### config.mk
export PLATFORM = sky130hd
export DESIGN_NAME = websocket_frame_deframer_top_flat
export DESIGN_NICKNAME = d
export VERILOG_FILES = /design/src/rtl/wsdf_pkg.sv /design/src/rtl/wsdf_ifs.sv /design/src/rtl/wsdf_queue.sv /design/src/rtl/wsdf_front.sv /design/src/rtl/wsdf_back.sv /design/src/rtl/websocket_frame_deframer_top.sv /design/src/flat_wrapper.sv
export SDC_FILE = /design/constraint.sdc
export NUM_CORES = 1
export LEC_CHECK = 0
export BUFFER_PORTS_ARGS = -buffer_cell sky130_fd_sc_hd__buf_2
export CELL_PAD_IN_SITES_DETAIL_PLACEMENT = 0
export CELL_PAD_IN_SITES_GLOBAL_PLACEMENT = 1
export CORE_ASPECT_RATIO = 1.1
export CORE_MARGIN = 1.5
export CORE_UTILIZATION = 50
export CTS_CLUSTER_DIAMETER = 30
export CTS_CLUSTER_SIZE = 40
export DETAILED_ROUTE_END_ITERATION = 10
export PLACE_DENSITY = 0.88
export SLEW_MARGIN = 20
export SYNTH_ARGS = -nofsm -noshare
export SYNTH_HDL_FRONTEND = slang
export SYNTH_HIERARCHICAL = 1
export SYNTH_SLANG_ARGS = --single-unit
### constraint.sdc
create_clock -name clk -period 7 [get_ports clk]
set_input_delay 0.35 -clock clk [delete_from_list [all_inputs] [get_ports clk]]
set_output_delay 0.35 -clock clk [all_outputs]
set_load 0.05 [all_outputs]
### src/rtl/wsdf_pkg.sv
// Package for the frame deframer: shared types, event codes and widths.
// No dependencies; every other rtl file uses it.
package wsdf_pkg;

    localparam int LEN_W    = 17;  // frame length / max payload width
    localparam int QDEPTH   = 2;   // front-to-back queue depth
    localparam int QPTR_W   = $clog2(QDEPTH);
    localparam int QCNT_W   = $clog2(QDEPTH + 1);

    localparam logic [3:0] OPC_CLOSE   = 4'h8;
    localparam logic [6:0] LEN7_EXT16  = 7'd126;
    localparam logic [6:0] LEN7_EXT64  = 7'd127;
    localparam logic [LEN_W-1:0] MAX_PAYLOAD_RST = 17'd65536;

    typedef enum logic [1:0] {
        EV_DATA  = 2'd0,
        EV_EMPTY = 2'd1,
        EV_CLOSE = 2'd2,
        EV_ERROR = 2'd3
    } event_t;

    typedef enum logic [2:0] {
        PH_HDR0 = 3'd0,
        PH_HDR1 = 3'd1,
        PH_EXT  = 3'd2,
        PH_KEY  = 3'd3,
        PH_DATA = 3'd4,
        PH_HALT = 3'd5
    } phase_t;

    // one classified item waiting for the back end
    typedef struct packed {
        event_t           ev;
        logic [3:0]       opcode;
        logic [7:0]       rx_byte;
        logic [7:0]       key_byte;
        logic             last;
        logic [LEN_W-1:0] length;
    } qentry_t;

    // queue status seen by front and back
    typedef struct packed {
        logic full;
        logic empty;
    } qstat_t;

endpackage

### src/rtl/wsdf_ifs.sv
// Valid/ready channel interfaces: received bytes in, deframed results out.
// Depends on wsdf_pkg for the field widths.
interface wsdf_rx_if;
    logic       valid;
    logic       ready;
    logic [7:0] rx_byte;

    modport source (output valid, output rx_byte, input ready);
    modport sink (input valid, input rx_byte, output ready);
endinterface

interface wsdf_tx_if;
    logic                      valid;
    logic                      ready;
    logic [1:0]                event_res;
    logic [3:0]                frame_opcode_out;
    logic [7:0]                payload_byte;
    logic                      last;
    logic [wsdf_pkg::LEN_W-1:0] frame_length;

    modport source (output valid, output event_res, output frame_opcode_out,
                    output payload_byte, output last, output frame_length,
                    input ready);
    modport sink (input valid, input event_res, input frame_opcode_out,
                  input payload_byte, input last, input frame_length,
                  output ready);
endinterface

### src/rtl/wsdf_queue.sv
// Small FIFO of classified items between the parser front end and the back end.
// Depends on wsdf_pkg.
module wsdf_queue (
    input  logic              clk,
    input  logic              rst_n,
    input  logic              push,
    input  wsdf_pkg::qentry_t din,
    input  logic              pop,
    output wsdf_pkg::qentry_t dout,
    output wsdf_pkg::qstat_t  stat
);
    import wsdf_pkg::*;

    qentry_t           mem [QDEPTH];
    logic [QPTR_W-1:0] wptr_reg, wptr_next;
    logic [QPTR_W-1:0] rptr_reg, rptr_next;
    logic [QCNT_W-1:0] cnt_reg, cnt_next;

    always_comb
    begin
        wptr_next = wptr_reg;
        rptr_next = rptr_reg;
        cnt_next  = cnt_reg;
        if (push)
        begin
            wptr_next = (wptr_reg == QPTR_W'(QDEPTH - 1)) ? '0 : wptr_reg + 1'b1;
        end
        if (pop)
        begin
            rptr_next = (rptr_reg == QPTR_W'(QDEPTH - 1)) ? '0 : rptr_reg + 1'b1;
        end
        if (push && !pop)
        begin
            cnt_next = cnt_reg + 1'b1;
        end
        else if (pop && !push)
        begin
            cnt_next = cnt_reg - 1'b1;
        end
    end

    always_ff @(posedge clk or negedge rst_n)
    begin
        if (!rst_n)
        begin
            wptr_reg <= '0;
            rptr_reg <= '0;
            cnt_reg  <= '0;
        end
        else
        begin
            wptr_reg <= wptr_next;
            rptr_reg <= rptr_next;
            cnt_reg  <= cnt_next;
        end
    end

    always_ff @(posedge clk)
    begin
        if (push)
        begin
            mem[wptr_reg] <= din;
        end
    end

    assign dout       = mem[rptr_reg];
    assign stat.full  = (cnt_reg == QCNT_W'(QDEPTH));
    assign stat.empty = (cnt_reg == '0);

endmodule

### src/rtl/wsdf_front.sv
// Front end: header parser state machine; classifies each received byte.
// Depends on wsdf_pkg and wsdf_ifs; pushes results into wsdf_queue.
module wsdf_front #(
    parameter int LENGTH_COUNT_BITS = 17
) (
    input  logic                       clk,
    input  logic                       rst_n,
    wsdf_rx_if.sink                    rx,
    input  logic                       cfg_wr_en,
    input  logic [wsdf_pkg::LEN_W-1:0] cfg_wr_data,
    input  wsdf_pkg::qstat_t           qstat,
    output logic                       q_push,
    output wsdf_pkg::qentry_t          q_entry
);
    import wsdf_pkg::*;

    // payload index never needs more bits than the length cap allows
    localparam int IDX_W = (LENGTH_COUNT_BITS < LEN_W) ? LENGTH_COUNT_BITS : LEN_W;
    localparam logic [LEN_W-1:0] CAP = (LENGTH_COUNT_BITS >= LEN_W) ? '1 :
        LEN_W'((33'd1 << LENGTH_COUNT_BITS) - 33'd1);

    phase_t           state_reg, state_next;
    logic [3:0]       opc_reg, opc_next;
    logic             mask_reg, mask_next;
    logic [LEN_W-1:0] len_reg, len_next;
    logic             big_reg, big_next;   // length bits above LEN_W seen
    logic [2:0]       cnt_reg, cnt_next;
    logic [31:0]      key_reg, key_next;
    logic [IDX_W-1:0] idx_reg, idx_next;
    logic [LEN_W-1:0] maxp_reg;

    logic             accept;
    logic [LEN_W-1:0] lim;
    logic             chk_len, start_pay, cur_mask, cur_big, fin;
    logic [LEN_W-1:0] cur_len;
    logic [LEN_W:0]   idx_inc;
    logic [7:0]       key_sel;

    assign rx.ready = !qstat.full;
    assign accept   = rx.valid && rx.ready;
    assign lim      = (maxp_reg > CAP) ? CAP : maxp_reg;
    assign idx_inc  = (LEN_W + 1)'(idx_reg) + 1'b1;
    assign fin      = (idx_inc == {1'b0, len_reg});

    always_comb
    begin
        unique case (idx_reg[1:0])
            2'd0:    key_sel = key_reg[31:24];
            2'd1:    key_sel = key_reg[23:16];
            2'd2:    key_sel = key_reg[15:8];
            default: key_sel = key_reg[7:0];
        endcase
        if (!mask_reg)
        begin
            key_sel = 8'h00;
        end
    end

    always_comb
    begin
        state_next = state_reg;
        opc_next   = opc_reg;
        mask_next  = mask_reg;
        len_next   = len_reg;
        big_next   = big_reg;
        cnt_next   = cnt_reg;
        key_next   = key_reg;
        idx_next   = idx_reg;
        chk_len    = 1'b0;
        start_pay  = 1'b0;
        cur_len    = len_reg;
        cur_big    = big_reg;
        cur_mask   = mask_reg;
        q_push     = 1'b0;
        q_entry    = '{ev: EV_DATA, opcode: opc_reg, rx_byte: rx.rx_byte,
                       key_byte: key_sel, last: 1'b1, length: len_reg};

        if (accept)
        begin
            unique case (state_reg)
                PH_HDR0:
                begin
                    opc_next   = rx.rx_byte[3:0];
                    state_next = PH_HDR1;
                end
                PH_HDR1:
                begin
                    mask_next = rx.rx_byte[7];
                    len_next  = '0;
                    big_next  = 1'b0;
                    if (rx.rx_byte[6:0] == LEN7_EXT16)
                    begin
                        cnt_next   = 3'd1;
                        state_next = PH_EXT;
                    end
                    else if (rx.rx_byte[6:0] == LEN7_EXT64)
                    begin
                        cnt_next   = 3'd7;
                        state_next = PH_EXT;
                    end
                    else
                    begin
                        chk_len  = 1'b1;
                        cur_len  = LEN_W'(rx.rx_byte[6:0]);
                        cur_big  = 1'b0;
                        cur_mask = rx.rx_byte[7];
                    end
                end
                PH_EXT:
                begin
                    cur_len  = {len_reg[LEN_W-9:0], rx.rx_byte};
                    cur_big  = big_reg || (len_reg[LEN_W-1:LEN_W-8] != '0);
                    len_next = cur_len;
                    big_next = cur_big;
                    if (cnt_reg == '0)
                    begin
                        chk_len = 1'b1;
                    end
                    else
                    begin
                        cnt_next = cnt_reg - 1'b1;
                    end
                end
                PH_KEY:
                begin
                    key_next = {key_reg[23:0], rx.rx_byte};
                    if (cnt_reg == '0)
                    begin
                        start_pay = 1'b1;
                    end
                    else
                    begin
                        cnt_next = cnt_reg - 1'b1;
                    end
                end
                PH_DATA:
                begin
                    idx_next = idx_inc[IDX_W-1:0];
                    if (opc_reg == OPC_CLOSE)
                    begin
                        if (fin)
                        begin
                            q_push        = 1'b1;
                            q_entry.ev    = EV_CLOSE;
                            q_entry.rx_byte  = 8'h00;
                            q_entry.key_byte = 8'h00;
                            state_next    = PH_HALT;
                        end
                    end
                    else
                    begin
                        q_push       = 1'b1;
                        q_entry.last = fin;
                        if (fin)
                        begin
                            state_next = PH_HDR0;
                        end
                    end
                end
                PH_HALT:
                begin
                    state_next = PH_HALT;
                end
                default:
                begin
                    state_next = PH_HALT;
                end
            endcase

            // length complete: limit check before any key byte
            if (chk_len)
            begin
                len_next = cur_len;
                if (cur_big || (cur_len > lim))
                begin
                    q_push           = 1'b1;
                    q_entry.ev       = EV_ERROR;
                    q_entry.rx_byte  = 8'h00;
                    q_entry.key_byte = 8'h00;
                    q_entry.length   = cur_big ? '1 : cur_len;
                    state_next       = PH_HALT;
                end
                else if (cur_mask)
                begin
                    state_next = PH_KEY;
                    cnt_next   = 3'd3;
                    key_next   = '0;
                end
                else
                begin
                    key_next  = '0;
                    start_pay = 1'b1;
                end
            end

            if (start_pay)
            begin
                idx_next = '0;
                if (len_next == '0)
                begin
                    q_push           = 1'b1;
                    q_entry.rx_byte  = 8'h00;
                    q_entry.key_byte = 8'h00;
                    q_entry.length   = '0;
                    if (opc_reg == OPC_CLOSE)
                    begin
                        q_entry.ev = EV_CLOSE;
                        state_next = PH_HALT;
                    end
                    else
                    begin
                        q_entry.ev = EV_EMPTY;
                        state_next = PH_HDR0;
                    end
                end
                else
                begin
                    state_next = PH_DATA;
                end
            end
        end
    end

    always_ff @(posedge clk or negedge rst_n)
    begin
        if (!rst_n)
        begin
            state_reg <= PH_HDR0;
            opc_reg   <= '0;
            mask_reg  <= 1'b0;
            len_reg   <= '0;
            big_reg   <= 1'b0;
            cnt_reg   <= '0;
            key_reg   <= '0;
            idx_reg   <= '0;
            maxp_reg  <= MAX_PAYLOAD_RST;
        end
        else
        begin
            state_reg <= state_next;
            opc_reg   <= opc_next;
            mask_reg  <= mask_next;
            len_reg   <= len_next;
            big_reg   <= big_next;
            cnt_reg   <= cnt_next;
            key_reg   <= key_next;
            idx_reg   <= idx_next;
            if (cfg_wr_en)
            begin
                maxp_reg <= cfg_wr_data;
            end
        end
    end

endmodule

### src/rtl/wsdf_back.sv
// Back end: unmasks queued items and holds them in the output register.
// Depends on wsdf_pkg and wsdf_ifs; drains wsdf_queue.
module wsdf_back (
    input  logic              clk,
    input  logic              rst_n,
    input  wsdf_pkg::qstat_t  qstat,
    input  wsdf_pkg::qentry_t q_head,
    output logic              q_pop,
    wsdf_tx_if.source         tx
);
    import wsdf_pkg::*;

    logic             valid_reg, valid_next;
    logic [1:0]       ev_reg;
    logic [3:0]       opc_reg;
    logic [7:0]       byte_reg;
    logic             last_reg;
    logic [LEN_W-1:0] len_reg;

    assign q_pop = !qstat.empty && (!valid_reg || tx.ready);

    always_comb
    begin
        valid_next = valid_reg;
        if (q_pop)
        begin
            valid_next = 1'b1;
        end
        else if (tx.ready)
        begin
            valid_next = 1'b0;
        end
    end

    always_ff @(posedge clk or negedge rst_n)
    begin
        if (!rst_n)
        begin
            valid_reg <= 1'b0;
        end
        else
        begin
            valid_reg <= valid_next;
        end
    end

    always_ff @(posedge clk)
    begin
        if (q_pop)
        begin
            ev_reg   <= q_head.ev;
            opc_reg  <= q_head.opcode;
            byte_reg <= q_head.rx_byte ^ q_head.key_byte;
            last_reg <= q_head.last;
            len_reg  <= q_head.length;
        end
    end

    assign tx.valid            = valid_reg;
    assign tx.event_res        = ev_reg;
    assign tx.frame_opcode_out = opc_reg;
    assign tx.payload_byte     = byte_reg;
    assign tx.last             = last_reg;
    assign tx.frame_length     = len_reg;

endmodule

### src/rtl/websocket_frame_deframer_top.sv
// WebSocket frame deframer, top level. Takes one received byte per cycle
// on rx, parses the frame header (opcode, mask flag, 7-bit / 16-bit /
// 64-bit length, optional 4-byte mask key) and gives each payload byte
// unmasked on tx, tagged with opcode and frame length, with last marking
// the final byte. Empty non-close frames give one empty-end item; a close
// frame swallows its payload and gives one close item; a length above
// min(max_payload, 2^LENGTH_COUNT_BITS - 1) gives one error item. After a
// close or error item the block keeps taking bytes but drops them until
// rst_n. Rate: one byte per cycle sustained while tx is ready, header
// bytes included; a result passes the queue and the output register
// before it shows on tx. The front-end parser state machine handles each
// byte as it is taken; a two-item queue decouples it from the output
// register, so tx back-pressure only stalls rx once the queue fills.
// Depends on wsdf_pkg, wsdf_ifs, wsdf_queue, wsdf_front, wsdf_back.
module websocket_frame_deframer_top #(
    parameter int LENGTH_COUNT_BITS = 17
) (
    input  logic                       clk,
    input  logic                       rst_n,
    wsdf_rx_if.sink                    rx,
    wsdf_tx_if.source                  tx,
    input  logic                       cfg_wr_en,
    input  logic [wsdf_pkg::LEN_W-1:0] cfg_wr_data
);
    import wsdf_pkg::*;

    qentry_t q_in;     // classified item from the parser
    qentry_t q_head;   // oldest queued item
    qstat_t  qstat;
    logic    q_push;
    logic    q_pop;

    // front end: header parsing, length check, mask key capture
    wsdf_front #(
        .LENGTH_COUNT_BITS(LENGTH_COUNT_BITS)
    ) u_front (
        .clk        (clk),
        .rst_n      (rst_n),
        .rx         (rx),
        .cfg_wr_en  (cfg_wr_en),
        .cfg_wr_data(cfg_wr_data),
        .qstat      (qstat),
        .q_push     (q_push),
        .q_entry    (q_in)
    );

    // decoupling queue
    wsdf_queue u_queue (
        .clk  (clk),
        .rst_n(rst_n),
        .push (q_push),
        .din  (q_in),
        .pop  (q_pop),
        .dout (q_head),
        .stat (qstat)
    );

    // back end: unmask and present on tx
    wsdf_back u_back (
        .clk   (clk),
        .rst_n (rst_n),
        .qstat (qstat),
        .q_head(q_head),
        .q_pop (q_pop),
        .tx    (tx)
    );

endmodule

### src/flat_wrapper.sv
// flat-port wrapper written by rule: the top's interface ports become plain ports
module websocket_frame_deframer_top_flat import wsdf_pkg::*;
#(
    parameter int LENGTH_COUNT_BITS = 17
)
  (clk, rst_n, cfg_wr_en, cfg_wr_data, rx_valid, rx_rx_byte, rx_ready, tx_valid, tx_event_res, tx_frame_opcode_out, tx_payload_byte, tx_last, tx_frame_length, tx_ready);
  wsdf_rx_if rx_i ();
  wsdf_tx_if tx_i ();
  input  logic clk;
  input  logic rst_n;
  input  logic cfg_wr_en;
  input  logic [wsdf_pkg::LEN_W-1:0] cfg_wr_data;
  input wire logic [$bits(rx_i.valid)-1:0] rx_valid;
  input wire logic [$bits(rx_i.rx_byte)-1:0] rx_rx_byte;
  output wire logic [$bits(rx_i.ready)-1:0] rx_ready;
  output wire logic [$bits(tx_i.valid)-1:0] tx_valid;
  output wire logic [$bits(tx_i.event_res)-1:0] tx_event_res;
  output wire logic [$bits(tx_i.frame_opcode_out)-1:0] tx_frame_opcode_out;
  output wire logic [$bits(tx_i.payload_byte)-1:0] tx_payload_byte;
  output wire logic [$bits(tx_i.last)-1:0] tx_last;
  output wire logic [$bits(tx_i.frame_length)-1:0] tx_frame_length;
  input wire logic [$bits(tx_i.ready)-1:0] tx_ready;
  assign rx_i.valid = rx_valid;
  assign rx_i.rx_byte = rx_rx_byte;
  assign rx_ready = rx_i.ready;
  assign tx_valid = tx_i.valid;
  assign tx_event_res = tx_i.event_res;
  assign tx_frame_opcode_out = tx_i.frame_opcode_out;
  assign tx_payload_byte = tx_i.payload_byte;
  assign tx_last = tx_i.last;
  assign tx_frame_length = tx_i.frame_length;
  assign tx_i.ready = tx_ready;
  websocket_frame_deframer_top #(.LENGTH_COUNT_BITS(LENGTH_COUNT_BITS)) u_core (.clk(clk), .rst_n(rst_n), .rx(rx_i), .tx(tx_i), .cfg_wr_en(cfg_wr_en), .cfg_wr_data(cfg_wr_data));
endmodule
== Word level (Yosys, flattened, before mapping) ==
Memories as Yosys holds them, arrays and structs flattened.
Cells that the tools add are included.

* Flip-flop bits (word level): 132
* RAM bits: 80
* Input port bits: 30
* Memories kept: 1

{| class="wikitable"
|+ Memory list
! memory !! words !! bits a word !! read ports !! clocked after Yosys merged registers in !! write ports !! RTL line !! text
|-
| u_core.u_queue.mem || 2 || 40 || 1 || 0 || 1 || wsdf_queue.sv:14 || <nowiki>qentry_t mem [QDEPTH];</nowiki>
|}

* $add $sub $neg: 6
* Magnitude comparators: 2
* Equal/unequal tests: 11
* Mux-type cells: 92
* Bitwise logic cells: 1
* Reductions and logical operators: 27

{| class="wikitable"
|+ Operators with widths
! kind !! count
|-
| 17-bit 2-to-1 mux || 14
|-
| 16-bit 2-to-1 mux || 6
|-
| 32-bit 2-to-1 mux || 3
|-
| 17-bit one-hot mux with 2 select lines || 2
|-
| 3-bit 2-to-1 mux || 17
|-
| 34-bit 2-to-1 mux || 1
|-
| 1-bit 2-to-1 mux || 31
|-
| 8-bit one-hot mux with 3 select lines || 1
|-
| 2-bit 2-to-1 mux || 11
|-
| 17-bit by 1-bit adder with 18-bit output, second input constant || 1
|-
| 18-bit by 17-bit == test with 1-bit output || 1
|-
| 17-bit greater-than comparator || 1
|-
| 17-bit greater-than comparator, second input constant || 1
|-
| 17-bit zero test || 1
|-
| 7-bit == test, second input constant || 2
|-
| 3-bit one-hot mux with 4 select lines || 1
|-
| 8-bit 2-to-1 mux || 1
|-
| 2-bit AND reduction || 4
|-
| 2-bit nonzero test || 4
|-
| 8-bit nonzero test || 1
|-
| 8-bit bitwise XOR || 1
|-
| 3-bit by 2-bit == test with 1-bit output, second input constant || 2
|-
| 3-bit zero test || 2
|-
| 1-bit one-hot mux with 2 select lines || 3
|-
| other kinds (15) || 27
|}

== Longest topological paths before layout ==
Gate-level depths: netlist (run 1).

* Word-level depth: 16
* Gate-level depth with buffers: 19
* Mapped depth without buffers: 17

== Hierarchy ==
Netlist (run 1), hierarchy kept.

{| class="wikitable"
|+ Modules (own cells, without submodules)
! module !! times used !! cells each !! area an instance (µm²)
|-
| wsdf_front || 1 || 721 || 6287.3
|-
| wsdf_queue || 1 || 141 || 3276.9
|-
| wsdf_back || 1 || 45 || 1081.0
|}

== Worst setup path before layout (run 1) ==
OpenSTA, ideal clock, no wires.

* Path type: reg2reg
* Start point: register u_core.u_front.state_reg[1]
* End point: memory u_core/u_queue/mem[0][0] in the netlist's numbering, enable pin
* Data arrival time: 5126 ps
* Path slack: 1432 ps
* Cell stages (with the launch flop): 17
* Period minus slack after synthesis: 5568 ps
* Cell sequence: dfrtp_1 buf_2 xor2_1 nand2b_1 clkbuf_1 or2_2 clkbuf_1 a22o_1 ha_1 and4_1 nand3_1 a31o_2 a31oi_1 o21ai_0 a21oi_1 nand2b_1 nor2b_1

* Word-level cells in the longest chain between the ends: 12
* Elaborated cells on any way between the ends: 31
* Classes of those cells: order compare: 1; eq/ne: 4; mux: 24; reduce/logical: 2

{| class="wikitable"
|+ Ends and longest elaborated chain
! what !! RTL line !! text
|-
| start: declaration || wsdf_front.sv:22 || <nowiki>phase_t state_reg, state_next;</nowiki>
|-
| start signal: assignment || wsdf_front.sv:240 || <nowiki>state_reg <= state_next;</nowiki>
|-
| 3-bit by 2-bit == test with 1-bit output / 3-bit by 1-bit == test with 1-bit output (equally long branches) || wsdf_front.sv:80 || <nowiki>unique case (state_reg)</nowiki>
|-
| 17-bit one-hot mux with 2 select lines || wsdf_front.sv:80 ||
|-
| 17-bit 2-to-1 mux || wsdf_front.sv:78 || <nowiki>if (accept)</nowiki>
|-
| 17-bit greater-than comparator || wsdf_front.sv:174 || <nowiki>if (cur_big || (cur_len > lim))</nowiki>
|-
| 1-bit logical OR || wsdf_front.sv:174 ||
|-
| 1-bit 2-to-1 mux || wsdf_front.sv:174 ||
|-
| 1-bit 2-to-1 mux || wsdf_front.sv:171 || <nowiki>if (chk_len)</nowiki>
|-
| 1-bit 2-to-1 mux (on tied branches) || wsdf_front.sv:199, wsdf_front.sv:78 ||
|-
| 1-bit 2-to-1 mux * || wsdf_front.sv:196 || <nowiki>if (start_pay)</nowiki>
|-
| 1-bit 2-to-1 mux * || wsdf_front.sv:78 ||
|-
| named net u_core.q_push || websocket_frame_deframer_top.sv:30 || <nowiki>logic q_push;</nowiki>
|-
| 1-bit 2-to-1 mux * || wsdf_queue.sv:60 || <nowiki>if (push)</nowiki>
|-
| 1-bit 2-to-1 mux (implied by the code) * || wsdf_queue.sv:62 || <nowiki>mem[wptr_reg] <= din;</nowiki>
|-
| end: declaration || wsdf_queue.sv:14 ||
|}

Mark *: on every way through the listed nets, which the timed path passes. The rest lies on a longest branch. The select of a mux whose other input is x is not followed.

==> impl_metrics.ini, run 1 <==
[run_status]
outcome = completed

[timing]
finalWorstSetupSlack_ns = 1.75
post-route-min-period_ns = 5.25
fin_tns_setup_ns = 0
fin_crit_sh_pct = 75.0
tightestPinTransition_ns = 1.10
rsz0062_at_grt = false
skew_ns = 0.0210
relSlewSlack_pct = 26.5
hold_viol = 0
setup_viol = 0
drv_slew = 0
fmax_ghz = 0.190

[power_and_ir_drop]
intPower_uw = 3430
switchingPower_uw = 1810
finalPower_uw = 5240
p_sw_share_pct = 34.5
p_comb_share_pct = 28.8
pwr_density_cell_nw_per_um2 = 421
ir_worst_vdd_v = 0.000169
p_leak_uw = 0.00519
seq_power_share_pct = 35.5
pwr-share-clk_pct = 35.7

[cts]
clock_sinks = 212
htreeDepth = 2
cts_buffers = 38
clkLatencyLatePin_ns = 0.51
root_buffer = clkbuf_16
clk_pin_slew_ns = 0.05
cts_setup_buffers = 0
tritoncts = built
clockBufferDepth = 3

[min_path]
hold_path_depth = 2
hold_path.class = primary input to flop
holdPathEnd = u_core/u_back/tx.valid
hold_start = tx_ready

[job]
cap_violations = 0

[routing]
drt_pre_antenna_iters = 5
drt-total-wl_um = 23900
drt-initial-drc-count = 568
highest_layer = met4
vias_per_cell = 5.92
route.met3.wl_um = 1530
wl_met1_um = 10400
drt_drc_violations_left = 0
drtAntennaViolNets = 0
wl_met2_um = 11400
vias = 7509
routedWlPerCell_um = 18.8

[worst_setup_path]
cp.depth = 12
cp_slowest_stage_delay_ns = 0.87
crit_path_top_delay_cell = nor2_1
rr_startpoint = u_core/u_front/state_reg[2]
end_kind = flop
crit_path_start_kind = flop
path_class = flop to flop
path_delay_family = simple AND/OR/NAND/NOR gates
r2r-end = u_core/u_queue/mem[0][12]
crit_arrival_ns = 5.47
cp_cell_sequence = nand2b_1, nor2_1, a22o_1, ha_1, a21oi_1, o21ai_0, a2111oi_0, a31oi_1, nor3_1, o21ai_0, nor2_2, nor2_1
crit_fanout = 20
cp_num_buf_inv = 0
reg2reg_depth = 12
critPathRequiredTime_ns = 7.22
r2r_slack_ns = 1.75

[synthesis]
synth-edff-count = 112
synthesis.area_um2 = 10600
avgSynthCellArea_um2 = 11.7
yosysWarnings = 6
synth_nets = 961
synth_cells = 907
yosysUniqueCellTypes = 76
ys_seq_area_share_pct = 55.1
ys.flop_type = edfxtp_1
async_flop_share_pct = 47.2
synth_seq_cells = 212

[placement]
place_hpwl_um = 15700
post_dp_cell_area_um2 = 11100
port_buffers = 63
dp_slack_ns = 1.71
dp.cells = 1198
gp_congestion = 0.980

[floorplan]
coreArea_um2 = 20700
start_util_pct = 51.4
dieArea_um2 = 22200
dieWidth_um = 142
fp-row-count = 55
io-pin-count = 64
die_h_um = 156

[layout]
drive_gt1_share_pct = 20.9
finalNonFillerCells = 1268
largest_reg_flops = 80
seqCellArea_um2 = 5870
fillers = 1657
layout.nets = 1009
area_growth_pct = 16.9
antenna_cells = 0
multi_input_comb_area_um2 = 4360
final_area_um2 = 12400

[grt]
grt_first_pass_wirelength_um = 38500
grt_pass1_vias = 7237
grt_usage_pct = 22.0
antenna_found_initial = 0
grt_start_max_net_pins = 64
overflow = 0
==> metrics by stage <==
| stage | util [%] | hold WS [ns] |
|---|---|---|
| after floorplan | - | 0.0544 |
| after global placement | 53.4 | 0.348 |
| after detailed placement | 53.4 | 0.351 |
| after CTS | 59.9 | 0.00914 |
| after global routing | 60.1 | 0.0127 |
| final | 60.1 | 0.0236 |
==> worst register-to-register path: stages, from the launching register on <==
cell and delay (ns):
dfrtp_1 0.60, nand2b_1 0.32, nor2_1 0.87, a22o_1 0.31, ha_1 0.27, a21oi_1 0.20, o21ai_0 0.12, a2111oi_0 0.46
a31oi_1 0.37, nor3_1 0.44, o21ai_0 0.26, nor2_2 0.58, nor2_1 0.17
==> cell usage after synthesis, drive strengths merged, types with 6 or more instances <==
cell      n  area, um2
a22o     59        517
o31ai    26        195
nor3      7       51.3
nand2    68        255
buf      23        180
nor2     63        241
and2     11       68.8
o41ai     8       70.1
o21ai    64        324
xor2     20        175
a22oi     6       45.0
nand4     9       71.3
a222oi    8       80.1
a21oi    23        119
nand2b   19        119
nor2b     6       37.5
inv      33        124
edfxtp  112       3360
o22a      6       52.6
clkbuf   40        150
mux2     45        653
nand3    16       80.1
nor4     12       96.3
xnor2    13        114
a31oi    15        100
dfrtp    99       2480
and3     15       93.8
ha       24        300
==> logic make-up (layout without fill, tap and decap cells) <==
| logic type | after synthesis | in the layout | synth area share, % |
|---|---|---|---|
| AOI/OAI and AO/OA | 253 | 253 | 17.1 |
| DFF | 212 | 212 | 55.1 |
| muxes | 47 | 47 | 6.32 |
| xor gates and xnor gates | 33 | 33 | 2.72 |
| and+or+nand+nor | 242 | 242 | 11.6 |
| adders and majority gates | 24 | 24 | 2.82 |
| buffers and inverters | 96 | 172 | 4.27 |
==> final cells by class <==
class / instances / share of cell area, %
clock buffer: 47 / 8.57
tap: 285 / 2.87
inverter: 33 / 0.996
clock inverter: 21 / 2.12
multi-input combinational: 599 / 35.1
sequential: 212 / 47.2
timing repair buffer: 71 / 3.22
==> cells in the final DEF, fill, tap and decap left out, types with 7 or more instances in the layout <==
master / netlist / final
edfxtp_1: 112 / 112
dfrtp_1: 99 / 98
nand2_1: 68 / 68
buf_2: 11 / 62
nor2_1: 61 / 60
o21ai_0: 60 / 60
a22o_1: 59 / 59
clkbuf_16: 0 / 39
mux2_4: 39 / 39
inv_1: 32 / 32
o31ai_1: 26 / 26
ha_1: 24 / 24
a21oi_1: 22 / 22
xor2_1: 20 / 20
nand2b_1: 19 / 19
nand3_1: 16 / 15
and3_1: 15 / 15
a31oi_1: 14 / 14
xnor2_1: 13 / 13
and2_1: 11 / 11
nor4_1: 10 / 10
nand4_1: 8 / 8
o41ai_1: 8 / 8
a222oi_1: 8 / 8
buf_4: 0 / 7
==> power by group through the flow <==
stage | registers, uW | clock network (uW) | logic, uW
floorplan | 2000 | 0 | 1030
global placement | 1860 | 0 | 1470
detailed placement | 1870 | 0 | 1490
CTS | 1850 | 1900 | 1500
global route | 1880 | 1960 | 1630
finish | 1860 | 1870 | 1510
==> metal layers <==
layer / vias up / global-route usage, %
met5: - / 0
met4: 0 / 7.07
met3: 46 / 4.45
met2: 251 / 35.2
met1: 3704 / 30.3
li1: 3508 / -
==> repair_timing <==
item | 4_1_cts | 5_1_grt
hold endpoints to repair | 37 | 0
gates resized for setup | 0 | 0
hold buffers | 1 | 0
==> how the worst max path moves through the flow <==
stage / start / end / slack [ns]
after global placement: u_core/u_front/state_reg[2] / u_core/u_queue/mem[0][7] / 1.83
after global routing: u_core/u_front/state_reg[2] / u_core/u_queue/mem[1][11] / 1.28
after detailed placement: u_core/u_front/state_reg[2] / u_core/u_queue/mem[0][7] / 1.71
final: u_core/u_front/state_reg[2] / u_core/u_queue/mem[0][12] / 1.75
after floorplan: u_core/u_front/state_reg[1] / u_core/u_queue/mem[0][0] / 1.43
after CTS: u_core/u_front/state_reg[2] / u_core/u_queue/mem[0][9] / 1.69
No activity file was read; power rests on OpenSTA's default activity.
==> inputs of run 2 (changes only) <==
--- a/config.mk
+++ b/config.mk
@@ -5,16 +5,17 @@
 export SDC_FILE = /design/constraint.sdc
 export NUM_CORES = 1
 export LEC_CHECK = 0
+export ABC_AREA = 1
 export BUFFER_PORTS_ARGS = -buffer_cell sky130_fd_sc_hd__buf_2
 export CELL_PAD_IN_SITES_DETAIL_PLACEMENT = 0
 export CELL_PAD_IN_SITES_GLOBAL_PLACEMENT = 1
 export CORE_ASPECT_RATIO = 1.1
 export CORE_MARGIN = 1.5
-export CORE_UTILIZATION = 50
+export CORE_UTILIZATION = 43
 export CTS_CLUSTER_DIAMETER = 30
 export CTS_CLUSTER_SIZE = 40
 export DETAILED_ROUTE_END_ITERATION = 10
-export PLACE_DENSITY = 0.88
+export PLACE_DENSITY = 0.84
 export SLEW_MARGIN = 20
 export SYNTH_ARGS = -nofsm -noshare
 export SYNTH_HDL_FRONTEND = slang
==> constraint.sdc (replaced) <==
create_clock -name clk -period 4.7 [get_ports clk]
set_input_delay 0.235 -clock clk [delete_from_list [all_inputs] [get_ports clk]]
set_output_delay 0.235 -clock clk [all_outputs]
set_load 0.05 [all_outputs]
==> run 2 against run 1 <==
Routed wire length up 18%. Setup slack worse by 1.3 ns. Global-route usage down 0.81 points. Sequential power up 58%. Sequential cell count unchanged. Synthesized cell count up 36%. Final cell count up 34%. Critical endpoint is now u_core/u_queue/mem[1][15]. Highest routed layer unchanged.
==> impl_metrics.ini, run 2 <==
[timing]
post-route-min-period_ns = 4.24
tightestPinTransition_ns = 0.893
setup_viol = 0
finalWorstSetupSlack_ns = 0.462
fin_crit_sh_pct = 90.2
drv_slew = 0
fmax_ghz = 0.236
relSlewSlack_pct = 39.9
fin_tns_setup_ns = 0
rsz0062_at_grt = false
skew_ns = 0.0288
hold_viol = 0

[layout]
area_growth_pct = 18.4
largest_reg_flops = 80
seqCellArea_um2 = 5870
finalNonFillerCells = 1703
drive_gt1_share_pct = 17.5
fillers = 2313
layout_common_cells = 275 x nand2_1, 151 x inv_1, 112 x edfxtp_1
antenna_cells = 0
final_common_cell = nand2_1
multi_input_comb_area_um2 = 4640
layout.nets = 1375

[synthesis]
yosysWarnings = 6
synthesis.area_um2 = 11400
synth_seq_cells = 212
yosysUniqueCellTypes = 49
synth_cells = 1233
avgSynthCellArea_um2 = 9.26
synth.top_cell.area_share_pct = 29.5
synth.most_common_cell = nand2_1
synth_area_leaders = edfxtp_1 29%, dfrtp_1 22%, nand2_1 9.1%
yosysTopAreaCell = edfxtp_1
yosys-top-cells-count = 276 x nand2_1, 153 x inv_1, 112 x edfxtp_1
async_flop_share_pct = 47.2
synth_nets = 1287
ys_seq_area_share_pct = 51.4
synth-edff-count = 112
ys.flop_type = edfxtp_1

[power_and_ir_drop]
switchingPower_uw = 3690
p_sw_share_pct = 40.2
pwr-share-clk_pct = 30.5
seq_power_share_pct = 32.0
p_comb_share_pct = 37.5
pwr_density_cell_nw_per_um2 = 679
p_leak_uw = 0.00592
ir_worst_vdd_v = 0.000370
intPower_uw = 5490

[grt]
grt_first_pass_wirelength_um = 45700
grt_usage_pct = 21.2
overflow = 0
grt_start_max_net_pins = 68
antenna_found_initial = 0
grt_pass1_vias = 8569

[placement]
dp_slack_ns = 0.499
gp_congestion = 0.924
port_buffers = 63
dp.cells = 1614
place_hpwl_um = 19700

[worst_setup_path]
crit_path_top_delay_cell = dfrtp_1
end_kind = flop
cp_cell_sequence = inv_2, nand3_4, inv_6, nand2_4, nand2_2, inv_1, o21ai_0, ha_1, nand2_1, inv_1, nand2_1, nand2_1, a21oi_1, nand3_1, nand2_1, nand4_1, nand2_1, nand3_2, nand2_2, nand2_2, o21ai_0, nand2_1, inv_1, buf_4
path_class = flop to flop
worst_path_most_repeated_cell = nand2_1
cp_slowest_stage_delay_ns = 0.45
cp_num_buf_inv = 6
critPathRequiredTime_ns = 4.86
crit_arrival_ns = 4.39
crit_path_start_kind = flop
r2r_slack_ns = 0.46
reg2reg_depth = 24
path_delay_family = simple AND/OR/NAND/NOR gates
r2r-end = u_core/u_queue/mem[1][15]
rr_startpoint = u_core/u_front/state_reg[2]
crit_fanout = 40

[run_status]
outcome = completed

[floorplan]
start_util_pct = 43.8
fp-row-count = 62
die_h_um = 174
io-pin-count = 64
dieArea_um2 = 27500
dieWidth_um = 158
coreArea_um2 = 26100

[cts]
cts_buffers = 38
tritoncts = built
clkLatencyLatePin_ns = 0.52
clock_sinks = 212
htreeDepth = 2
clockBufferDepth = 3
root_buffer = clkbuf_16
clk_pin_slew_ns = 0.06
cts_setup_buffers = 0

[routing]
vias = 8966
drt-total-wl_um = 28300
drtAntennaViolNets = 0
drt-initial-drc-count = 764
drt_drc_violations_left = 0
vias_per_cell = 5.26
routedWlPerCell_um = 16.6
drt_pre_antenna_iters = 6

[min_path]
hold_path_depth = 3
holdPathEnd = u_core/u_front/maxp_reg[16]
hold_path.class = primary input to flop
hold_start = cfg_wr_en

[job]
cap_violations = 0
==> run 2: kinds of logic after synthesis <==
logic type	Yosys count	synth area share, %
and+or+nand+nor	500	19.2
adders and majority gates	24	2.63
buffers and inverters	208	8.15
AOI/OAI and AO/OA	244	12.8
DFF	212	51.4
xor gates and xnor gates	4	0.439
muxes	41	5.33
==> run 2: metal layers <==
metal  global-route usage (%)  vias up  part of all wire, %  wire [um]
met5                        0        -                    0          0
met4                     7.52        0                  3.1        872
met3                     2.75       54                  5.1       1440
met2                     33.8      280                   47      13300
met1                     29.6     4214                   45      12600
li1                         -     4418                    -          -
==> run 2: power by group through the flow <==
stage / clock network [uW] / logic, uW / registers, uW
floorplan: 0 / 2300 / 3270
global placement: 0 / 3380 / 2940
detailed placement: 0 / 3410 / 2960
CTS: 2860 / 3440 / 2930
global route: 2940 / 3810 / 3000
finish: 2800 / 3450 / 2930
==> run 2: timing repair <==
action / CTS / global route
hold buffers: 19 / 0
hold endpoints to repair: 73 / 0
gates resized for setup: 0 / 0
==> run 2: stage by stage <==
stage | total power (uW) | hold WS [ns] | util (%) | cell area, um2
after detailed placement | 6370 | 0.375 | 46.0 | 12000
after floorplan | 5570 | -0.0606 | - | 11400
after CTS | 9230 | 0.132 | 51.9 | 13500
after global placement | 6330 | 0.374 | 46.0 | 12000
after global routing | 9760 | 0.173 | 51.9 | 13500
final | 9180 | 0.167 | 51.9 | 13500
==> run 2: cell type report <==
cell class / count / area share [%]
clock inverter: 24 / 2.22
clock buffer: 46 / 7.70
tap: 352 / 3.26
multi-input combinational: 813 / 34.3
inverter: 161 / 4.51
timing repair buffer: 95 / 4.57
sequential: 212 / 43.4
==> run 2: how the worst max path moves through the flow <==
| stage | start | endpoint | slack (ns) | cells after the start |
|---|---|---|---|---|
| 4_1_cts | u_core/u_front/state_reg[2] | u_core/u_queue/mem[1][22] | 0.50 | 24 |
| 3_3_place_gp | rx_rx_byte[6] | u_core/u_queue/mem[1][14] | 0.60 | 26 |
| 6_report | u_core/u_front/state_reg[2] | u_core/u_queue/mem[1][15] | 0.46 | 24 |
| 3_5_place_dp | u_core/u_front/state_reg[2] | u_core/u_queue/mem[1][14] | 0.50 | 24 |
| 2_1_floorplan | u_core/u_front/state_reg[1] | u_core/u_queue/mem[0][0] | 0.44 | 24 |
| 5_1_grt | u_core/u_front/state_reg[2] | u_core/u_queue/mem[1][15] | 0.1 | 24 |
==> run 2: tightest hold or removal path, cell delays in order <==
cell     delay (ns)
buf_2          0.25
nand2_1        0.11
o21ai_0        0.07
==> inputs of run 3 (changes only) <==
--- a/config.mk
+++ b/config.mk
@@ -16,6 +16,7 @@
 export CTS_CLUSTER_SIZE = 40
 export DETAILED_ROUTE_END_ITERATION = 10
 export PLACE_DENSITY = 0.84
+export REMOVE_ABC_BUFFERS = 1
 export SLEW_MARGIN = 20
 export SYNTH_ARGS = -nofsm -noshare
 export SYNTH_HDL_FRONTEND = slang
==> constraint.sdc (replaced) <==
create_clock -name clk -period 3.5 [get_ports clk]
set_input_delay 0.175 -clock clk [delete_from_list [all_inputs] [get_ports clk]]
set_output_delay 0.175 -clock clk [all_outputs]
set_load 0.05 [all_outputs]
==> run 3 against run 2 <==
Via count grew 3.0%. Combinational power grew 50%. Utilization grew 2.4 points. Routed wire length grew 4.8%. Largest power group unchanged. Non-clock buffer count grew 59. Sequential cell count is the same. Total power grew 39%. Design area grew 4.6%. Global-route usage grew 0.49 points. Final cell count grew 3.5%. Critical path depth is the same. Register-to-register slack lost 0.44 ns.
==> impl_metrics.ini, run 3 (synthesis results as in run 2) <==
[run_status]
outcome = completed

[min_path]
hold_start = rx_rx_byte[7]
hold_path.class = primary input to flop

[floorplan]
coreArea_um2 = 26100
fp-row-count = 62
dieArea_um2 = 27500
dieWidth_um = 158
io-pin-count = 64
die_h_um = 174
start_util_pct = 43.8

[grt]
overflow = 0
grt_pass1_vias = 8741
antenna_found_initial = 1
grt_usage_pct = 21.7
grt_start_max_net_pins = 67
top_usage_layer = met2
use_met3_pct = 4.08
use_met1_pct = 30.8
grt_first_pass_wirelength_um = 46600
met2_usage_pct = 33.4

[timing]
finalWorstSetupSlack_ns = 0.0256
drv_slew = 0
fmax_ghz = 0.288
fin_crit_sh_pct = 99.3
fin_tns_setup_ns = 0
rsz0062_at_grt = true
hold_viol = 0
setup_viol = 0
relSlewSlack_pct = 39.2
skew_ns = 0.0198
post-route-min-period_ns = 3.47
tightestPinTransition_ns = 0.912

[layout]
drive_gt1_share_pct = 22.6
fillers = 2308
seqCellArea_um2 = 5870
area_growth_pct = 23.9
antenna_cells = 0
layout_common_cells = 272 x nand2_1, 145 x inv_1, 112 x edfxtp_1
final_common_cell = nand2_1
largest_reg_flops = 80
layout.nets = 1434
multi_input_comb_area_um2 = 4780

[cts]
cts_buffers = 38
clk_pin_slew_ns = 0.05
root_buffer = clkbuf_16
clock_sinks = 212
htreeDepth = 2
tritoncts = built
clockBufferDepth = 3
clkLatencyLatePin_ns = 0.52

[routing]
vias_per_cell = 5.24
drt-total-wl_um = 29700
drt_drc_violations_left = 0
routedWlPerCell_um = 16.8
drt_pre_antenna_iters = 5
vias = 9237
drt-initial-drc-count = 1043
drtAntennaViolNets = 0

[worst_setup_path]
crit_path_start_kind = flop
path_class = flop to flop
path_delay_family = simple AND/OR/NAND/NOR gates
crit_path_top_delay_cell = dfrtp_1
cp_slowest_stage_delay_ns = 0.43
r2r_slack_ns = 0.03
cp_cell_sequence = inv_2, nand3_4, clkinv_4, nand2_4, nand2_4, clkinvlp_4, o21ai_4, ha_4, a21o_1, nor2_1, nand2_1, nand2_1, nand3_1, nand2_2, nand4_1, nand2_1, nand3_2, nand2_2, nand2_4, o21ai_4, inv_2, nor2_4, buf_6, clkbuf_16
cp_num_buf_inv = 6
end_kind = flop
rr_startpoint = u_core/u_front/state_reg[2]
crit_arrival_ns = 3.71
critPathRequiredTime_ns = 3.73
startpoint = u_core/u_front/state_reg[2]
crit_fanout = 8

[power_and_ir_drop]
ir_worst_vdd_v = 0.000430
pwr_density_cell_nw_per_um2 = 901
p_leak_uw = 0.00622

[job]
cap_violations = 0

[placement]
port_buffers = 63
gp_congestion = 0.925
place_hpwl_um = 20200
dp_slack_ns = -0.0486
==> run 3: cell type report <==
type	count	share of cell area [%]
Multi-Input combinational cell	813	33.8
Clock buffer	43	6.93
Sequential cell	212	41.5
Clock inverter	27	2.07
Timing Repair Buffer	154	8.21
Tap cell	352	3.11
Inverter	161	4.37
==> run 3: path summary, 6_finish.rpt <==
| path | cells after the start | end |
|---|---|---|
| hold reg to reg | 0 | u_core/u_queue/mem[1][34] |
| max in group asynchronous | 3 | u_core/u_front/maxp_reg[16] |
| setup reg to reg | 24 | u_core/u_queue/mem[0][9] |
| hold / removal | 3 | u_core/u_front/mask_reg |
| min in group asynchronous | 2 | u_core/u_front/key_reg[17] |
| setup / recovery | 24 | u_core/u_queue/mem[0][9] |
==> run 3: repair_timing <==
action                                  in CTS  in global routing
endpoints found under the hold margin       82                  0
endpoints found under the setup margin      55                152
setup buffers                                0                 13
hold buffers                                19                  0
pin swaps                                    0                 17
gates cloned                                 0                  2
gates resized for setup                      3                 50
==> run 3: per-layer routing <==
metal / part of all wire, % / vias up
met5: 0 / -
met4: 2.6 / 0
met3: 6.7 / 50
met2: 47 / 304
met1: 44 / 4346
li1: - / 4537
==> run 3: worst reg2reg max path, cell delays in order (launching register included) <==
cell        delay (ns)
dfrtp_1           0.43
inv_2             0.11
nand3_4           0.13
clkinv_4          0.08
nand2_4           0.06
nand2_4           0.07
clkinvlp_4        0.23
o21ai_4           0.26
ha_4              0.23
a21o_1            0.17
nor2_1            0.09
nand2_1           0.06
nand2_1           0.05
nand3_1           0.08
nand2_2           0.11
nand4_1           0.08
nand2_1           0.12
nand3_2           0.10
nand2_2           0.09
nand2_4           0.06
o21ai_4           0.10
inv_2             0.06
nor2_4            0.15
buf_6             0.13
clkbuf_16         0.13
==> run 3: report_power, final <==
part | switching, uW | leakage [uW] | total, uW | internal [uW]
combinational | 3350 | 0.00325 | 5160 | 1810
sequential | 500 | 0.00235 | 3950 | 3450
clock | 1290 | 0.000619 | 3630 | 2340
total | 5130 | 0.00622 | 12700 | 7600
==> run 3: per-stage QoR <==
stage | power (uW) | utilization, % | std cells | cell area, um2 | hold slack (ns)
after floorplan | 7290 | - | 1186 | 11100 | -0.121
after global placement | 8720 | 47.3 | 1658 | 12300 | 0.370
after detailed placement | 8780 | 47.3 | 1658 | 12300 | 0.368
after CTS | 12500 | 53.0 | 1747 | 13800 | 0.0357
after global routing | 13500 | 54.3 | 1762 | 14100 | 0.0638
final | 12700 | 54.3 | 1762 | 14100 | 0.0474
